===== src/q4dq_pkg.sv =====
package q4dq_pkg;

	localparam int unsigned NibBias = 8;
	localparam int unsigned ExpOffset = 103; // 127 - 24
	localparam logic [31:0] F32ExpAll = 32'h7F80_0000;
	localparam logic [31:0] F32Quiet = 32'h0040_0000;
	localparam logic [31:0] F32DefaultNan = 32'h7FC0_0000;
	localparam logic [4:0] BlockHalf = 5'd16;

	// Special-case class decided in the multiply stage.
	typedef enum logic [1:0] {
		KIND_FINITE = 2'd0,
		KIND_NAN    = 2'd1,
		KIND_INF    = 2'd2,
		KIND_QNAN0  = 2'd3
	} kind_t;

	// One lane: sign of the product, its special-case class and its magnitude.
	typedef struct packed {
		logic        sign;
		kind_t       kind;
		logic [14:0] prod;
	} lane_t;

	// Magnitude of a nibble minus the bias.
	function automatic logic [3:0] nib_mag(input logic [3:0] nib);
		logic [3:0] m;
		if (nib < 4'(NibBias)) begin
			m = 4'(NibBias) - nib;
		end else begin
			m = nib - 4'(NibBias);
		end
		return m;
	endfunction

	// Position of the leading one in a 15-bit value (0 for zero).
	function automatic logic [3:0] lead_one(input logic [14:0] v);
		logic [3:0] t;
		t = 4'd0;
		for (int i = 1; i < 15; i++) begin
			if (v[i]) begin
				t = 4'(i);
			end
		end
		return t;
	endfunction

endpackage


===== src/q4_block_dequantizer_top.sv =====
// Dequantizer for 4-bit block-quantized weights. Each input item carries a
// block's binary16 scale, one packed quant byte and its position j within the
// 16-byte block; each output item returns float32 (low nibble - 8) * scale
// for element j and (high nibble - 8) * scale for element j + 16. Products
// are exact, subnormal scales are handled per IEEE, inf times zero gives the
// quiet NaN 0x7FC00000 and a NaN scale propagates quieted. The block takes
// one item per cycle while the output is not stalled; an item passes through
// a decode stage, a multiply stage, a normalize stage and the output register.
// Every stage holds when the output is stalled, so nothing is lost or repeated.
module q4_block_dequantizer_top (
	input  logic        clk,
	input  logic        arst_n,
	input  logic        s_tvalid,
	output logic        s_tready,
	// scale_half[15:0], quant_byte[23:16], byte_position[27:24], zeros [31:28]
	input  logic [31:0] s_tdata,
	output logic        m_tvalid,
	input  logic        m_tready,
	// low_value[31:0], high_value[63:32], low_position[68:64],
	// high_position[73:69], zeros [79:74]
	output logic [79:0] m_tdata
);

	logic en;
	assign en = m_tready || !m_tvalid;
	assign s_tready = en;

	logic v_s1, v_s2, v_s3;

	// Stage 1: decode scale and nibbles.
	logic        sgn_s1;
	logic [4:0]  exp_s1;
	logic [9:0]  man_s1;
	logic [3:0]  mag_lo_s1, mag_hi_s1;
	logic        neg_lo_s1, neg_hi_s1;
	logic [4:0]  pos_s1;

	// Stage 2: products and special kinds.
	q4dq_pkg::lane_t lo_s2, hi_s2;
	logic        sgn_s2;
	logic [5:0]  ebase_s2;
	logic [9:0]  man_s2;
	logic [4:0]  pos_s2;

	// Stage 3: normalized lanes.
	logic [31:0] lo_s3, hi_s3;
	logic [4:0]  pos_s3;

	logic [31:0] lo_q, hi_q;
	logic [4:0]  pos_q;

	function automatic q4dq_pkg::lane_t mk_lane(input logic hs, input logic [4:0] e,
		input logic [9:0] m, input logic [3:0] mag, input logic neg);
		q4dq_pkg::lane_t l;
		logic [10:0] sig;
		sig = (e == 5'd0) ? {1'b0, m} : {1'b1, m};
		l.sign = hs ^ neg;
		l.prod = 15'(sig * mag);
		if (e == 5'h1F) begin
			if (m != 10'd0) begin
				l.kind = q4dq_pkg::KIND_NAN;
			end else if (mag == 4'd0) begin
				l.kind = q4dq_pkg::KIND_QNAN0;
			end else begin
				l.kind = q4dq_pkg::KIND_INF;
			end
		end else begin
			l.kind = q4dq_pkg::KIND_FINITE;
		end
		return l;
	endfunction

	function automatic logic [31:0] pack_lane(input q4dq_pkg::lane_t l,
		input logic [5:0] eb, input logic hs, input logic [9:0] m);
		logic [31:0] r;
		logic [3:0] t;
		logic [7:0] fe;
		logic [37:0] sh;
		t = q4dq_pkg::lead_one(l.prod);
		fe = 8'(eb) + 8'(t) + 8'(q4dq_pkg::ExpOffset);
		sh = {23'd0, l.prod} << (5'd23 - 5'(t));
		case (l.kind)
			q4dq_pkg::KIND_NAN:
				r = {hs, 31'd0} | q4dq_pkg::F32ExpAll | q4dq_pkg::F32Quiet | {9'd0, m, 13'd0};
			q4dq_pkg::KIND_QNAN0: r = q4dq_pkg::F32DefaultNan;
			q4dq_pkg::KIND_INF:   r = {l.sign, 31'd0} | q4dq_pkg::F32ExpAll;
			default: begin
				if (l.prod == 15'd0) begin
					r = {l.sign, 31'd0};
				end else begin
					r = {l.sign, fe, sh[22:0]};
				end
			end
		endcase
		return r;
	endfunction

	always_ff @(posedge clk or negedge arst_n) begin
		if (!arst_n) begin
			v_s1 <= 1'b0;
			v_s2 <= 1'b0;
			v_s3 <= 1'b0;
			m_tvalid <= 1'b0;
		end else if (en) begin
			v_s1 <= s_tvalid;
			v_s2 <= v_s1;
			v_s3 <= v_s2;
			m_tvalid <= v_s3;
		end
	end

	always_ff @(posedge clk) begin
		if (en) begin
			sgn_s1 <= s_tdata[15];
			exp_s1 <= s_tdata[14:10];
			man_s1 <= s_tdata[9:0];
			mag_lo_s1 <= q4dq_pkg::nib_mag(s_tdata[19:16]);
			mag_hi_s1 <= q4dq_pkg::nib_mag(s_tdata[23:20]);
			neg_lo_s1 <= !s_tdata[19];
			neg_hi_s1 <= !s_tdata[23];
			pos_s1 <= {1'b0, s_tdata[27:24]};

			lo_s2 <= mk_lane(sgn_s1, exp_s1, man_s1, mag_lo_s1, neg_lo_s1);
			hi_s2 <= mk_lane(sgn_s1, exp_s1, man_s1, mag_hi_s1, neg_hi_s1);
			// A propagated NaN keeps the scale's own sign, so it travels along.
			sgn_s2 <= sgn_s1;
			// Scale value is sig * 2^(ebase - 24), ebase = max(exp, 1) - 1.
			ebase_s2 <= (exp_s1 == 5'd0) ? 6'd0 : {1'b0, exp_s1} - 6'd1;
			man_s2 <= man_s1;
			pos_s2 <= pos_s1;

			lo_s3 <= pack_lane(lo_s2, ebase_s2, sgn_s2, man_s2);
			hi_s3 <= pack_lane(hi_s2, ebase_s2, sgn_s2, man_s2);
			pos_s3 <= pos_s2;

			lo_q <= lo_s3;
			hi_q <= hi_s3;
			pos_q <= pos_s3;
		end
	end

	assign m_tdata = {6'd0, pos_q + q4dq_pkg::BlockHalf, pos_q, hi_q, lo_q};

endmodule

===== config.mk =====
export PLATFORM = sky130hd
export DESIGN_NAME = q4_block_dequantizer_top
export DESIGN_NICKNAME = d
export VERILOG_FILES = /design/src/q4dq_pkg.sv /design/src/q4_block_dequantizer_top.sv
export SDC_FILE = /design/constraint.sdc
export NUM_CORES = 1
export LEC_CHECK = 0
export BUFFER_PORTS_ARGS = -buffer_cell sky130_fd_sc_hd__buf_2
export CELL_PAD_IN_SITES_DETAIL_PLACEMENT = 0
export CELL_PAD_IN_SITES_GLOBAL_PLACEMENT = 2
export CORE_MARGIN = 2
export CORE_UTILIZATION = 30
export DETAILED_ROUTE_END_ITERATION = 10
export GPL_ROUTABILITY_DRIVEN = 0
export GPL_TIMING_DRIVEN = 0
export HOLD_SLACK_MARGIN = 0.02
export PLACE_DENSITY = 0.65
export SYNTH_ARGS = -nofsm -noshare
export SYNTH_HDL_FRONTEND = slang
export SYNTH_SLANG_ARGS = --single-unit

===== constraint.sdc =====
create_clock -name clk -period 6.45 [get_ports clk]
set_clock_uncertainty 0.1 [all_clocks]
set_input_delay 0.3225 -clock clk [delete_from_list [all_inputs] [get_ports clk]]
set_output_delay 0.3225 -clock clk [all_outputs]
set_load 0.005 [all_outputs]

-- Word-level counts from Yosys, hierarchy flattened
Cells that the tools add are included.
- shift operators: 2
- multiplexer cells: 41
- $lt $le $gt $ge: 2
- equality and inequality tests: 7
- reductions and logical operators: 11
- $mul: 2
- add/sub/neg operators: 12
- bitwise gates (word level): 4
- operators with widths (cell ; number):
    32-bit case mux with 3 select lines ; 2
    4-bit two-way mux ; 30
    31-bit two-way mux ; 2
    15-bit by 5-bit left shift with 23-bit output ; 2
    32-bit by 23-bit bitwise OR with 32-bit output ; 1
    15-bit logical NOT ; 2
    11-bit by 4-bit multiplier with 15-bit output ; 2
    7-bit by 7-bit adder with 8-bit output (second input constant) ; 2
    6-bit by 4-bit adder with 7-bit output ; 2
    11-bit two-way mux ; 1
    10-bit nonzero test ; 1
    5-bit by 4-bit subtractor with 5-bit output (first input constant) ; 2
    2-bit == test (second input constant) ; 4
    4-bit logical NOT ; 2
    4-bit less-than comparator (second input constant) ; 2
    4-bit subtractor (first input constant) ; 2
    4-bit subtractor (second input constant) ; 2
    1-bit two-way mux ; 6
    5-bit by 1-bit subtractor with 6-bit output (second input constant) ; 1
    4-bit by 5-bit adder with 5-bit output (second input constant) ; 1
    5-bit == test (second input constant) ; 1
    5-bit logical NOT ; 1
    2-bit by 1-bit == test with 1-bit output (second input constant) ; 2
    1-bit logical NOT ; 3
    4 further kinds ; 5
- bits of input ports: 36
- output and inout bits: 82
- register bits: 227

-- Depth between registers and ports, before layout
- depth after elaboration: 19
- gate-level depth with buffers: 17
- mapped depth without buffers: 14

-- Worst setup path after synthesis
OpenSTA, ideal clock, no wires.
- kind: in2reg
- start: in m_tready
- end: reg v_s1
- data arrival time: 6.593 ns
- stages: 2
- path slack: -0.337 ns
- path buffers: 0
- library setup time: 0.094 ns
- path through: nand2b_1 -> mux2_2
- longest elaborated chain between the ends: 1
- RTL lines (item ; line ; text):
    from (decl) ; q4_block_dequantizer_top.sv:18 ; input logic m_tready,
    1-bit logical OR ; q4_block_dequantizer_top.sv:25 ; assign en = m_tready || !m_tvalid;
    to (signal assigned) ; q4_block_dequantizer_top.sv:105 ; v_s1 <= s_tvalid;
    to (decl) ; q4_block_dequantizer_top.sv:28 ; logic v_s1, v_s2, v_s3;
No other way between the ends.
A chain may end at the register's enable or synchronous reset.

-- Final worst setup path
- start: reg man_s1[2]
- end: reg hi_s2[14] in the netlist's numbering, data pin
- longest elaborated chain between the ends: 2
- RTL lines (item ; line ; text):
    from (decl) ; q4_block_dequantizer_top.sv:33 ; logic [9:0] man_s1;
    from (signal assigned) ; q4_block_dequantizer_top.sv:116 ; man_s1 <= s_tdata[9:0];
    11-bit two-way mux ; q4_block_dequantizer_top.sv:56 ; sig = (e == 5'd0) ? {1'b0, m} : {1'b1, m};
    11-bit by 4-bit multiplier with 15-bit output ; q4_block_dequantizer_top.sv:58 ; l.prod = 15'(sig * mag);
    to (signal assigned) ; q4_block_dequantizer_top.sv:124 ; hi_s2 <= mk_lane(sgn_s1, exp_s1, man_s1, mag_hi_s1, neg_hi_s1);
    to (decl) ; q4_block_dequantizer_top.sv:39 ; q4dq_pkg::lane_t lo_s2, hi_s2;
No other way between the ends.

==> impl_metrics.py <==
metrics = {
    "power_and_ir_drop": {
        "p_comb_share_pct": 44.9,
        "p_per_area_nw_per_um2": 518,
        "netSwitchingFraction_pct": 38.0,
        "p_clk_share_pct": 18.8,
        "p_int_mw": 4.70,
        "p_sw_mw": 2.88,
        "seqPwrFrac_pct": 36.3,
        "p_leak_nw": 6.03,
        "ir_worst_vdd_v": 0.000268,
    },
    "sta": {
        "finalWorstPathRequiredPeriod_ns": 4.24,
        "relSlewSlack_pct": 43.0,
        "hold_viol": 0,
        "fmax_mhz": 236,
        "rsz0062_at_grt": "false",
        "slew_viol_final": 0,
        "min_period_over_period_pct": 65.7,
        "final.setup.tns_ns": 0,
        "setup_viol": 0,
        "tightest_slew_ns": 0.849,
    },
    "yosys": {
        "synth_common_cells": "edfxtp_1, nand2_1, inv_1",
        "synth_ff_type": "edfxtp_1",
        "synth_cells": 1004,
        "synth_largest_area_cell": "edfxtp_1",
        "yosysUniqueCellTypes": 80,
        "ys_async_sr_fraction_pct": 1.78,
        "yosysMostFrequentCell": "edfxtp_1",
        "synth-edff-count": 221,
        "ys_seq_elements": 225,
        "syn-cell-area_um2": 12100,
        "syn_avg_cell_area_um2": 12.1,
        "seq_area_frac_synth_pct": 55.6,
        "synth_area_leaders": "edfxtp_1, fa_1, ha_1",
        "yosysWarnings": 0,
        "synth_top_area_share_pct": 54.8,
    },
    "critical_path": {
        "crit_end": "hi_s2[14]",
        "cp-startpoint": "man_s1[2]",
        "worstSetupStartpointType": "register",
        "worst_r2r_path_depth": 13,
        "critPathKind": "reg -> reg",
        "worstReg2RegStart": "man_s1[2]",
        "regToRegSetupSlack_ns": 2.21,
        "crit_path_end_kind": "register",
        "r2r-end": "hi_s2[14]",
        "arrival_ns": 4.42,
        "crit_required_ns": 6.63,
        "crit_fanout": 9,
    },
    "detailed_routing": {
        "wl_per_cell_um": 15.7,
        "via_per_inst": 4.68,
        "ant_nets": 0,
        "drtIter0Drc": 442,
        "routed_wl_um": 27400,
        "via_count": 8146,
        "drcViolationCount": 0,
        "firstDrtPassIters": 5,
    },
    "floorplanning": {
        "die_w_um": 205,
        "core_um2": 39800,
        "initial_utilization_pct": 30.4,
        "dieArea_um2": 42000,
        "die_height_um": 205,
        "rows": 73,
        "io_pins": 118,
    },
    "clocking": {
        "clock_path_buffers": 3,
        "post_cts_buffers": 0,
        "cts_tree": "done",
        "clockRootBuffer": "clkbuf_16",
        "cts.clk_slew.worst_paths_ns": 0.06,
        "numClockSinks": 225,
        "htreeDepth": 1,
        "numCtsBuffers": 26,
        "clk_latency_ns": 0.54,
    },
    "layout": {
        "fin_area_um2": 14700,
        "layout-drive-gt1-share_pct": 15.7,
        "nNetsFinal": 1329,
        "fillers": 3994,
        "area_growth_pct": 20.9,
        "final_util_pct": 36.8,
        "num_antenna_cells": 0,
    },
    "grt": {
        "gr-usage-all-layers_pct": 13.1,
        "grt_max_degree": 73,
        "grt_pass1_vias": 7874,
        "overflow": 0,
        "grt_pass1_wl_um": 43300,
        "antenna_found_initial": 0,
    },
    "min_path": {
        "hold_path_class": "reg -> reg",
    },
    "placed_design": {
        "placed_cell_area_um2": 13500,
        "dp_hpwl_um": 20600,
        "portBuffers": 105,
    },
    "run_status": {
        "outcome": "finished, final reports clean",
    },
    "run": {
        "max_cap_violations": 0,
    },
}
stage by stage:
stage                     cells  total power [mW]  hold slack, ns  setup WS [ns]
after global routing       1741              8.24           0.321           1.91
final                      1741              7.58           0.312           2.21
after global placement     1658              6.25          0.0305           1.18
after CTS                  1741              7.69           0.315           2.15
after floorplan            1028              5.18         -0.0731           2.53
after detailed placement   1661              6.20          0.0310           2.17
layout make-up:
cell class | instances | area, µm² | share of cell area [%]
clock buffer | 30 | 687 | 4.69
inverter | 85 | 319 | 2.18
sequential | 225 | 6740 | 46.0
clock inverter | 17 | 155 | 1.06
tap | 525 | 657 | 4.48
buffer | 51 | 298 | 2.03
multi-input combinational | 667 | 4860 | 33.2
timing repair buffer | 141 | 938 | 6.40
logic make-up after synthesis:
group | count (synthesis) | synth area share, %
AOI/OAI and AO/OA | 172 | 9.54
xor gates and xnor gates | 26 | 1.88
adders and majority gates | 96 | 12.3
buffers and inverters | 136 | 5.09
DFF | 225 | 55.6
muxes | 26 | 2.26
other | 2 | 0.0620
and+or+nand+nor | 321 | 13.3
state kept, by name, indices dropped and copies added, names as in the netlist, 4 cells and up:
register and count:
hi_q 32, lo_s3 32, pos_s3 4, man_s2 9, man_s1 10, lo_q 32, lo_s2 17, mag_hi_s1 4
pos_s2 4, ebase_s2 6, mag_lo_s1 4, hi_s2 18, hi_s3 32, pos_s1 4, exp_s1 5, pos_q 4
worst min path at each step:
stage               from       end  slack, ns  depth (start not counted)
3_3_place_gp      arst_n  m_tvalid       0.03                          1
6_report       hi_s3[24]  hi_q[24]       0.31                          0
3_5_place_dp      arst_n  m_tvalid       0.03                          1
5_1_grt        lo_s3[29]  lo_q[29]       0.32                          0
4_1_cts        hi_s3[27]  hi_q[27]       0.32                          0
2_1_floorplan     arst_n  m_tvalid      -0.07                          0
power groups by stage:
| stage | clock (mW) | sequential [mW] | combinational, mW |
|---|---|---|---|
| 6_report | 1.43 | 2.75 | 3.40 |
| 5_1_grt | 1.53 | 2.82 | 3.88 |
| 4_1_cts | 1.48 | 2.76 | 3.45 |
| 3_5_place_dp | 0 | 2.79 | 3.41 |
| 3_3_place_gp | 0 | 2.84 | 3.41 |
| 2_1_floorplan | 0 | 2.73 | 2.45 |
placed cells by master (no fill, tap or decap), types with 4 or more instances in the layout:
cell / n
a32oi_1: 4
or4_1: 5
nor3_1: 25
inv_1: 82
conb_1: 26
nor2_1: 52
nand2b_1: 8
o21ai_0: 38
and2_1: 40
clkinvlp_4: 4
buf_4: 13
a21oi_1: 44
a31oi_1: 4
clkbuf_1: 30
a221oi_1: 8
clkinv_1: 5
nand2_1: 106
xor2_1: 14
buf_6: 5
a21o_1: 6
nor2b_1: 19
o31ai_1: 6
mux2_2: 7
mux2i_1: 18
nor4_1: 13
dfrtp_1: 4
and3_1: 6
buf_2: 108
o21a_1: 10
edfxtp_1: 221
ha_1: 58
nand3_1: 28
clkinv_2: 5
dlygate4sd3_1: 33
clkbuf_16: 27
fa_1: 38
xnor2_1: 12
critical path: stages, from the launching register on:
cell and delay, ns:
edfxtp_1 0.42, clkbuf_1 0.37, nand2_1 0.12, fa_1 0.49
fa_1 0.55, inv_1 0.07, fa_1 0.45, a21oi_1 0.19
o21ai_0 0.19, o41a_1 0.38, a211o_1 0.30, nor3_1 0.14
a21oi_1 0.07, xor2_1 0.14
per-layer routing:
layer  vias up  global-route usage [%]  wire (µm)
met5         -                       0          0
met4         0                    4.11        744
met3        42                    1.92       1260
met2       196                    20.5      11900
met1      3920                    18.7      13400
li1       3988                       -          -
timing repair:
| item | 4_1_cts | 5_1_grt |
|---|---|---|
| endpoints found under the hold margin | 35 | 0 |
| hold buffers | 33 | 0 |
| gates resized for setup | 0 | 0 |
(Power assumes the default switching activity.)
